--- src/rtl/first_fit_cell_allocator_defines.svh ---
// ---------------------------------------------------------------------------
// First-fit cell allocator assertion macros
// Shared concurrent assertion shorthands, clocked by clk_i, reset by rst_ni.
// ---------------------------------------------------------------------------
`ifndef FIRST_FIT_CELL_ALLOCATOR_DEFINES_SVH
`define FIRST_FIT_CELL_ALLOCATOR_DEFINES_SVH

// same-cycle implication
`define FFCA_ASSERT_IMP(lbl, ante, cons, msg) \
  lbl: assert property (@(posedge clk_i) disable iff (!rst_ni) (ante) |-> (cons)) \
    else $error(msg);

// next-cycle implication
`define FFCA_ASSERT_NXT(lbl, ante, cons, msg) \
  lbl: assert property (@(posedge clk_i) disable iff (!rst_ni) (ante) |=> (cons)) \
    else $error(msg);

`endif

--- src/rtl/ffca_pkg.sv ---
`timescale 1ns / 1ps
// ---------------------------------------------------------------------------
// ffca_pkg
// Sizes, codes and shared types of the first-fit cell allocator.
// ---------------------------------------------------------------------------
package ffca_pkg;

  localparam int unsigned MAX_CELLS   = 128;
  localparam int unsigned HANDLE_BITS = 16;

  localparam int unsigned IDX_W    = (MAX_CELLS > 1) ? $clog2(MAX_CELLS) : 1;
  localparam int unsigned CNT_W    = $clog2(MAX_CELLS + 1);
  localparam int unsigned HANDLE_W = 16;
  localparam int unsigned POOL_W   = 8;
  localparam int unsigned OP_W     = 2;
  localparam int unsigned STATUS_W = 2;

  localparam int unsigned HANDLE_LIMIT_I =
    (HANDLE_BITS >= 16) ? 65535 : ((1 << HANDLE_BITS) - 1);
  localparam logic [HANDLE_W-1:0] HANDLE_LIMIT = HANDLE_W'(HANDLE_LIMIT_I);

  localparam logic [POOL_W-1:0] POOL_RESET = POOL_W'(128);

  localparam logic [OP_W-1:0] OP_ALLOC  = 2'd0;
  localparam logic [OP_W-1:0] OP_ERASE  = 2'd1;
  localparam logic [OP_W-1:0] OP_DEFRAG = 2'd2;

  localparam logic [STATUS_W-1:0] ST_OK   = 2'd0;
  localparam logic [STATUS_W-1:0] ST_NULL = 2'd1;
  localparam logic [STATUS_W-1:0] ST_ERR  = 2'd2;

  typedef struct packed {
    logic                re;
    logic [IDX_W-1:0]    raddr;
    logic                we;
    logic [IDX_W-1:0]    waddr;
    logic [HANDLE_W-1:0] wdata;
  } mem_req_t;

  typedef struct packed {
    logic [STATUS_W-1:0] status;
    logic [HANDLE_W-1:0] handle;
  } result_t;

endpackage

--- src/rtl/first_fit_cell_allocator.sv ---
`timescale 1ns / 1ps
// ---------------------------------------------------------------------------
// first_fit_cell_allocator
// Pool cell allocator: first-fit allocate, erase by handle, compaction.
// ---------------------------------------------------------------------------
// Command words enter on in_valid_i/in_stall_o (opcode_i, size_or_handle_i);
// each returns one result word (status_o, handle_o) on out_valid_o/out_stall_i
// through an output register. pool_cells is to be written on
// cfg_valid_i/cfg_ready_o only while the block idles; the block does not
// enforce this. One command is in flight at a time; the map is swept one
// cell per cycle. Allocate searches, then writes back the run; erase sweeps
// the map; defragment packs, then zeroes the tail. Rejected commands
// (size zero, oversize, handle 0, handles used up) go straight to the result.
// The next command is taken in the cycle after the result is registered.
// After reset every cell reads free at once through per-cell valid flags;
// no clearing pass is run. pool_cells resets to 128. A stalled result
// blocks the next result, which waits in the sequencer and holds off input.
// ---------------------------------------------------------------------------
module first_fit_cell_allocator (
  input  logic                          clk_i,
  input  logic                          rst_ni,
  input  logic                          in_valid_i,
  output logic                          in_stall_o,
  input  logic [ffca_pkg::OP_W-1:0]     opcode_i,
  input  logic [ffca_pkg::HANDLE_W-1:0] size_or_handle_i,
  output logic                          out_valid_o,
  input  logic                          out_stall_i,
  output logic [ffca_pkg::STATUS_W-1:0] status_o,
  output logic [ffca_pkg::HANDLE_W-1:0] handle_o,
  input  logic                          cfg_valid_i,
  output logic                          cfg_ready_o,
  input  logic [ffca_pkg::POOL_W-1:0]   cfg_pool_cells_i
);
  import ffca_pkg::*;

  logic [POOL_W-1:0]   pool_cells_q;
  mem_req_t            mem_req;
  logic [HANDLE_W-1:0] mem_rdata;
  logic                res_valid;
  result_t             res;
  logic                res_take;
  logic                out_valid_q;
  result_t             out_q;

  assign cfg_ready_o = 1'b1;

  always_ff @(posedge clk_i or negedge rst_ni) begin
    if (!rst_ni) begin
      pool_cells_q <= POOL_RESET;
    end else if (cfg_valid_i) begin
      pool_cells_q <= cfg_pool_cells_i;
    end
  end

  ffca_ctrl u_ctrl (
    .clk_i        (clk_i),
    .rst_ni       (rst_ni),
    .in_valid_i   (in_valid_i),
    .in_stall_o   (in_stall_o),
    .opcode_i     (opcode_i),
    .arg_i        (size_or_handle_i),
    .pool_cells_i (pool_cells_q),
    .mem_req_o    (mem_req),
    .mem_rdata_i  (mem_rdata),
    .res_valid_o  (res_valid),
    .res_o        (res),
    .res_take_i   (res_take)
  );

  ffca_map u_map (
    .clk_i   (clk_i),
    .rst_ni  (rst_ni),
    .req_i   (mem_req),
    .rdata_o (mem_rdata)
  );

  assign res_take = res_valid && (!out_valid_q || !out_stall_i);

  always_ff @(posedge clk_i or negedge rst_ni) begin
    if (!rst_ni) begin
      out_valid_q <= 1'b0;
      out_q       <= '0;
    end else if (res_take) begin
      out_valid_q <= 1'b1;
      out_q       <= res;
    end else if (!out_stall_i) begin
      out_valid_q <= 1'b0;
    end
  end

  assign out_valid_o = out_valid_q;
  assign status_o    = out_q.status;
  assign handle_o    = out_q.handle;

endmodule

--- src/rtl/ffca_map.sv ---
`timescale 1ns / 1ps
// ---------------------------------------------------------------------------
// ffca_map
// Cell owner map: one read and one write port, registered read data.
// Per-entry valid flags make unwritten cells read as free after reset.
// ---------------------------------------------------------------------------
module ffca_map (
  input  logic                         clk_i,
  input  logic                         rst_ni,
  input  ffca_pkg::mem_req_t           req_i,
  output logic [ffca_pkg::HANDLE_W-1:0] rdata_o
);
  import ffca_pkg::*;

  logic [HANDLE_W-1:0] mem_q [MAX_CELLS];
  logic [MAX_CELLS-1:0] vld_q;
  logic [HANDLE_W-1:0] rdata_q;
  logic                rvld_q;

  always_ff @(posedge clk_i) begin
    if (req_i.we) begin
      mem_q[req_i.waddr] <= req_i.wdata;
    end
    if (req_i.re) begin
      rdata_q <= mem_q[req_i.raddr];
    end
  end

  always_ff @(posedge clk_i or negedge rst_ni) begin
    if (!rst_ni) begin
      vld_q  <= '0;
      rvld_q <= 1'b0;
    end else begin
      if (req_i.we) begin
        vld_q[req_i.waddr] <= 1'b1;
      end
      if (req_i.re) begin
        rvld_q <= vld_q[req_i.raddr];
      end
    end
  end

  assign rdata_o = rvld_q ? rdata_q : '0;

endmodule

--- src/rtl/ffca_ctrl.sv ---
`timescale 1ns / 1ps
// ---------------------------------------------------------------------------
// ffca_ctrl
// Command sequencer: streams the map one cell per cycle for first-fit
// search, erase and compaction, and writes back through the map port.
// ---------------------------------------------------------------------------
`include "first_fit_cell_allocator_defines.svh"

module ffca_ctrl (
  input  logic                          clk_i,
  input  logic                          rst_ni,
  input  logic                          in_valid_i,
  output logic                          in_stall_o,
  input  logic [ffca_pkg::OP_W-1:0]     opcode_i,
  input  logic [ffca_pkg::HANDLE_W-1:0] arg_i,
  input  logic [ffca_pkg::POOL_W-1:0]   pool_cells_i,
  output ffca_pkg::mem_req_t            mem_req_o,
  input  logic [ffca_pkg::HANDLE_W-1:0] mem_rdata_i,
  output logic                          res_valid_o,
  output ffca_pkg::result_t             res_o,
  input  logic                          res_take_i
);
  import ffca_pkg::*;

  typedef enum logic [2:0] {
    S_IDLE, S_ALLOC, S_FILL, S_ERASE, S_DEFRAG, S_ZERO, S_DONE
  } state_e;

  state_e              state_q;
  logic [CNT_W-1:0]    addr_q;
  logic                pend_q;
  logic [IDX_W-1:0]    pidx_q;
  logic [CNT_W-1:0]    run_q;
  logic [CNT_W-1:0]    wr_q;
  logic [IDX_W-1:0]    end_q;
  logic [HANDLE_W-1:0] arg_q;
  logic                found_q;
  logic [HANDLE_W-1:0] last_handle_q;
  result_t             res_q;

  logic [CNT_W-1:0] size;
  logic             scanning;
  logic             issue;
  logic             scan_end;
  logic [CNT_W-1:0] run_nx;
  logic             hit;
  logic [CNT_W-1:0] first;
  mem_req_t         req;

  always_comb begin
    if (32'(pool_cells_i) > 32'(MAX_CELLS)) begin
      size = CNT_W'(MAX_CELLS);
    end else begin
      size = CNT_W'(pool_cells_i);
    end
  end

  assign scanning = (state_q == S_ALLOC) || (state_q == S_ERASE) || (state_q == S_DEFRAG);
  assign issue    = scanning && (addr_q < size);
  assign scan_end = !pend_q && (addr_q >= size);
  assign run_nx   = (mem_rdata_i == '0) ? run_q + CNT_W'(1) : '0;
  assign hit      = pend_q && (run_nx == arg_q[CNT_W-1:0]);
  assign first    = CNT_W'(pidx_q) + CNT_W'(1) - arg_q[CNT_W-1:0];

  always_comb begin
    req       = '0;
    req.re    = issue;
    req.raddr = addr_q[IDX_W-1:0];
    unique case (state_q)
      S_FILL: begin
        req.we    = 1'b1;
        req.waddr = wr_q[IDX_W-1:0];
        req.wdata = last_handle_q;
      end
      S_ERASE: begin
        req.we    = pend_q && (mem_rdata_i == arg_q);
        req.waddr = pidx_q;
      end
      S_DEFRAG: begin
        req.we    = pend_q && (mem_rdata_i != '0);
        req.waddr = wr_q[IDX_W-1:0];
        req.wdata = mem_rdata_i;
      end
      S_ZERO: begin
        req.we    = wr_q < size;
        req.waddr = wr_q[IDX_W-1:0];
      end
      default: begin
      end
    endcase
  end

  always_ff @(posedge clk_i or negedge rst_ni) begin
    if (!rst_ni) begin
      state_q       <= S_IDLE;
      addr_q        <= '0;
      pend_q        <= 1'b0;
      pidx_q        <= '0;
      run_q         <= '0;
      wr_q          <= '0;
      end_q         <= '0;
      arg_q         <= '0;
      found_q       <= 1'b0;
      last_handle_q <= '0;
      res_q         <= '0;
    end else begin
      if (scanning) begin
        if (issue) begin
          addr_q <= addr_q + CNT_W'(1);
          pend_q <= 1'b1;
          pidx_q <= addr_q[IDX_W-1:0];
        end else begin
          pend_q <= 1'b0;
        end
      end
      unique case (state_q)
        S_IDLE: begin
          if (in_valid_i) begin
            addr_q       <= '0;
            pend_q       <= 1'b0;
            run_q        <= '0;
            wr_q         <= '0;
            found_q      <= 1'b0;
            arg_q        <= arg_i;
            res_q.handle <= '0;
            unique case (opcode_i)
              OP_ALLOC: begin
                if (arg_i == '0 || 32'(arg_i) > 32'(size) ||
                    last_handle_q >= HANDLE_LIMIT) begin
                  res_q.status <= ST_NULL;
                  state_q      <= S_DONE;
                end else begin
                  state_q <= S_ALLOC;
                end
              end
              OP_ERASE: begin
                if (arg_i == '0) begin
                  res_q.status <= ST_ERR;
                  state_q      <= S_DONE;
                end else begin
                  state_q <= S_ERASE;
                end
              end
              default: state_q <= S_DEFRAG;
            endcase
          end
        end
        S_ALLOC: begin
          if (pend_q) begin
            run_q <= run_nx;
          end
          if (hit) begin
            wr_q          <= first;
            end_q         <= pidx_q;
            last_handle_q <= last_handle_q + HANDLE_W'(1);
            state_q       <= S_FILL;
          end else if (scan_end) begin
            res_q.status <= ST_NULL;
            state_q      <= S_DONE;
          end
        end
        S_FILL: begin
          wr_q <= wr_q + CNT_W'(1);
          if (wr_q[IDX_W-1:0] == end_q) begin
            res_q.status <= ST_OK;
            res_q.handle <= last_handle_q;
            state_q      <= S_DONE;
          end
        end
        S_ERASE: begin
          if (req.we) begin
            found_q <= 1'b1;
          end
          if (scan_end) begin
            res_q.status <= found_q ? ST_OK : ST_ERR;
            state_q      <= S_DONE;
          end
        end
        S_DEFRAG: begin
          if (req.we) begin
            wr_q <= wr_q + CNT_W'(1);
          end
          if (scan_end) begin
            state_q <= S_ZERO;
          end
        end
        S_ZERO: begin
          if (wr_q < size) begin
            wr_q <= wr_q + CNT_W'(1);
          end else begin
            res_q.status <= ST_OK;
            state_q      <= S_DONE;
          end
        end
        S_DONE: begin
          if (res_take_i) begin
            state_q <= S_IDLE;
          end
        end
        default: state_q <= S_IDLE;
      endcase
    end
  end

  assign mem_req_o   = req;
  assign in_stall_o  = (state_q != S_IDLE);
  assign res_valid_o = (state_q == S_DONE);
  assign res_o       = res_q;

  `FFCA_ASSERT_IMP(a_no_rw_clash, req.re && req.we, req.raddr != req.waddr, "map read/write clash")
  `FFCA_ASSERT_IMP(a_wr_in_pool, req.we, CNT_W'(req.waddr) < size, "map write beyond pool")
  `FFCA_ASSERT_IMP(a_handle_last, (state_q == S_DONE) && (res_q.handle != '0),
                   (res_q.status == ST_OK) && (res_q.handle == last_handle_q),
                   "result handle is not the last handle")
  `FFCA_ASSERT_NXT(a_busy_after_accept, in_valid_i && (state_q == S_IDLE),
                   state_q != S_IDLE, "no command in flight after accept")

endmodule

--- config.mk ---
export PLATFORM = sky130hd
export DESIGN_NAME = first_fit_cell_allocator
export DESIGN_NICKNAME = d
export VERILOG_FILES = /design/src/rtl/ffca_pkg.sv /design/src/rtl/first_fit_cell_allocator.sv /design/src/rtl/ffca_map.sv /design/src/rtl/ffca_ctrl.sv
export VERILOG_INCLUDE_DIRS = /design/src /design/src/rtl
export SDC_FILE = /design/constraint.sdc
export NUM_CORES = 2
export LEC_CHECK = 0
export ABC_AREA = 1
export BUFFER_PORTS_ARGS = -buffer_cell sky130_fd_sc_hd__buf_2
export CAP_MARGIN = 10
export CORE_ASPECT_RATIO = 1.4
export CORE_UTILIZATION = 35
export DETAILED_ROUTE_END_ITERATION = 10
export MAX_ROUTING_LAYER = met4
export PLACE_DENSITY = 0.56
export SETUP_SLACK_MARGIN = 0.3
export SLEW_MARGIN = 20
export SYNTH_ARGS = -nofsm -noshare
export SYNTH_HDL_FRONTEND = slang
export SYNTH_SLANG_ARGS = --single-unit
--- constraint.sdc ---
create_clock -name clk_i -period 8.65 [get_ports clk_i]
set_input_delay 1.2975 -clock clk_i [delete_from_list [all_inputs] [get_ports clk_i]]
set_output_delay 1.2975 -clock clk_i [all_outputs]
set_load 0.1 [all_outputs]
==> impl_metrics.env <==
export IMPL_clock_latency_ns=0.89
export IMPL_synth_top_area_share_pct=66.0
export IMPL_skew_ns=0.0671
export IMPL_async_flop_share_pct=10.8
export IMPL_cts_buffers=215
export IMPL_detail_route_wl_per_cell_um=26.3
export IMPL_rsz0062_at_grt="false"
export IMPL_path_clk_slew_ns=0.07
export IMPL_pin_count=52
export IMPL_p_int_mw=21.1
export IMPL_met2_usage_pct=36.1
export IMPL_p_clk_share_pct=27.1
export IMPL_grt_max_degree=203
export IMPL_setup_ws_ns=3.86
export IMPL_drt_iter0_markers=7058
export IMPL_mostFrequentLayoutCells="2,064 x edfxtp_1, 1,473 x nor2_1, 1,410 x o21ai_0"
export IMPL_cts_tree="done"
export IMPL_status="completed"
export IMPL_clock_sinks=2313
export IMPL_combPwrFrac_pct=35.2
export IMPL_ctsResizeCount=0
export IMPL_worst_path_max_delay_cell="nor2_2"
export IMPL_crit_arrival_ns=5.27
export IMPL_synth_fp_nets=7767
export IMPL_ys_ff_latch=2313
export IMPL_met3_usage_pct=2.01
export IMPL_rr_worst_depth=13
export IMPL_drv_slew=0
export IMPL_synth_ff_type="edfxtp_1"
export IMPL_cp_common_cell="nand2_1"
export IMPL_busiest_layer="met2"
export IMPL_syn_cell_area_um2=94000
export IMPL_htreeDepth=4
export IMPL_setup_viol=0
export IMPL_routed_wl_mm=297
export IMPL_ctsHoldBuffers=0
export IMPL_syn_inst=7694
export IMPL_post_cts_buffers=0
export IMPL_synthTopCellsByArea="edfxtp_1 66%, o21ai_0 7.5%, dfrtp_1 6.6%"
export IMPL_mostFrequentLayoutCell="edfxtp_1"
export IMPL_drcViolationCount=0
export IMPL_slew_headroom_pct=20.9
export IMPL_root_buffer="clkbuf_16"
export IMPL_power_mw=35.0
export IMPL_ys_seq_area_share_pct=72.6
export IMPL_dr_pass1_iters=6
export IMPL_synth_edff_count=2064
export IMPL_reg2reg_from="pool_cells_q[4]"
export IMPL_power_frac_seq_pct=37.7
export IMPL_startpoint="pool_cells_q[4]"
export IMPL_die_y_um=615
export IMPL_dp_slack_ns=3.68
export IMPL_dp_hpwl_mm=173
export IMPL_fin_nets=7704
export IMPL_drive_gt1_share_pct=8.95
export IMPL_critical_path_class="reg2reg"
export IMPL_switching_power_mw=13.9
export IMPL_p_leak_nw=35.4
export IMPL_synth_top_area_cell="edfxtp_1"
export IMPL_r2r_end="u_map.mem_q[24][10]"
export IMPL_vias=63400
export IMPL_critPathRequiredTime_ns=9.13
export IMPL_rrSetupSlack_ns=3.86
export IMPL_hold_path_class="reg2reg"
export IMPL_num_rows=224
export IMPL_crit_path_end_kind="flip-flop"
export IMPL_start_kind="flip-flop"
export IMPL_grt_total_usage_pct=22.0
export IMPL_fin_crit_ns=4.79
export IMPL_grt_pass1_wl_mm=429
export IMPL_endpoint="u_map.mem_q[24][10]"
export IMPL_powerDensity_nw_per_um2=331
export IMPL_place_gp_congestion=0.931
export IMPL_fin_crit_sh_pct=55.4
export IMPL_synth_avg_cell_area_um2=12.2
export IMPL_max_freq_ghz=0.209
export IMPL_fp_dieW_um=440
export IMPL_hold_violations=0
export IMPL_numPortBuffers=50
export IMPL_ant_nets=0
export IMPL_routed_via_density=5.60
export IMPL_grt_pass1_vias=61200
export IMPL_gr_usage_met1_pct=27.1
export IMPL_path_max_fanout=16
export IMPL_cap_viol_max_count=0
export IMPL_worst_pin_slew_ns=1.19
export IMPL_grt_antenna_before_repair=6
export IMPL_ys_types=55
export IMPL_area_growth_pct=12.3
export IMPL_core_area_um2=267000
export IMPL_grt_overflow=0
export IMPL_cp_cell_sequence="nor2_1 -> nand2_1 -> o21ai_2 -> nand2_1 -> ha_1 -> a21oi_1 -> nor2_1 -> a211oi_1 -> nand3_1 -> a21oi_4 -> buf_4 -> nand2_1 -> nor2_2"
export IMPL_netSwitchingFraction_pct=39.7
export IMPL_max_clock_path_buffers=4
export IMPL_tns_ns=0
export IMPL_synth_warnings=0
export IMPL_die_area_um2=271000
export IMPL_cp_slowest_stage_delay_ns=0.89
export IMPL_irDropWorstVdd_uv=328
export IMPL_start_util_pct=35.3
-- how the worst min path moves through the flow --
| stage | start | end | slack, ns | depth (start not counted) |
|---|---|---|---|---|
| finish | u_map.vld_q[4] | u_map.vld_q[4] | 0.46 | 2 |
| global route | u_map.vld_q[17] | u_map.vld_q[17] | 0.47 | 1 |
| CTS | u_map.vld_q[100] | u_map.vld_q[100] | 0.46 | 2 |
| detailed placement | u_map.vld_q[100] | u_map.vld_q[100] | 0.44 | 2 |
| global placement | u_map.vld_q[52] | u_map.vld_q[52] | 0.44 | 2 |
| floorplan | u_map.vld_q[100] | u_map.vld_q[100] | 0.42 | 2 |
-- cells by family after synthesis --
group | synth area share, %
simple gates | 9.73
xor+xnor | 0.363
compound gates | 13.4
buf+inv | 3.01
fa+ha+maj | 0.567
flops | 72.6
other cells | 0.00399
mux | 0.318
-- flip-flops by register name (all words and copies together) (netlist names) --
| signal | count |
|---|---|
| u_map.mem_q | 2048 |
| u_map.vld_q | 128 |
| u_ctrl.res_o | 18 |
| handle_o | 16 |
| u_ctrl.arg_q | 16 |
| u_ctrl.last_handle_q | 16 |
| u_map.rdata_q | 16 |
| pool_cells_q | 8 |
| u_ctrl.addr_q | 8 |
| u_ctrl.run_q | 8 |
| u_ctrl.wr_q | 8 |
| u_ctrl.end_q | 7 |
| u_ctrl.pidx_q | 7 |
| u_ctrl.state_q | 3 |
| status_o | 2 |
| out_valid_o | 1 |
| u_ctrl.found_q | 1 |
| u_ctrl.pend_q | 1 |
| u_map.rvld_q | 1 |
-- critical path, delay by kind of cell (launching register included) --
family | cells | cell delay (ns)
compound gates | 4 | 0.95
fa+ha+maj | 1 | 0.32
buf+inv | 1 | 0.38
flops | 1 | 0.41
simple gates | 7 | 2.32
-- per-stage QoR --
stage	instance area [um^2]	hold WS, ns	instances	util [%]
floorplan	94000	0.424	7694	-
global placement	98400	0.436	10900	36.9
detailed placement	98600	0.442	10900	37.0
CTS	105000	0.456	11300	39.6
global route	105000	0.470	11300	39.6
finish	105000	0.457	11300	39.6
-- synthesized netlist by cell type (3+ instances only) --
library cell  number
nor3_1            19
ha_1              41
dfrtp_1          248
xor2_1            35
o211ai_1          14
buf_4              7
nand2_1          507
edfxtp_1        2064
a21oi_1           82
mux2_2             7
clkinv_1           5
nor2_2             8
buf_1             33
nor2_1          1503
o21ai_2           15
xnor2_1            4
nor4_1             5
or2_1             14
inv_1            157
mux2i_1           22
o21bai_1          96
nand3b_1           5
inv_2              3
nand2_2           19
nand2_4            7
o22ai_1          645
nand3_1          174
buf_6              5
or2_2              6
clkbuf_1         395
o21ai_0         1412
nand4_1           15
buf_2             94
-- layout make-up --
class | count | area (um^2)
repair buffers | 255 | 2090
inverters | 165 | 646
fillers | 25100 | 161000
well taps | 3503 | 4380
multi-input cells | 4681 | 23300
clock buffers | 273 | 5780
flip-flops and latches | 2313 | 68200
diodes | 6 | 15.0
clock inverters | 111 | 1070
-- power by group through the flow --
stage / clock network, mW / registers [mW] / logic [mW]
after CTS: 9.61 / 13.2 / 12.2
after floorplan: 0 / 13.4 / 7.14
final: 9.49 / 13.2 / 12.3
after detailed placement: 0 / 13.4 / 12.2
after global routing: 9.98 / 13.2 / 13.1
after global placement: 0 / 13.4 / 12.1
-- metal layers --
metal / up-vias / share of wire, %
met5: - / 0
li1: 27900 / -
met3: 634 / 6.1
met4: 0 / 5.7
met1: 32100 / 39
met2: 2705 / 49
(Power assumes the default switching activity.)
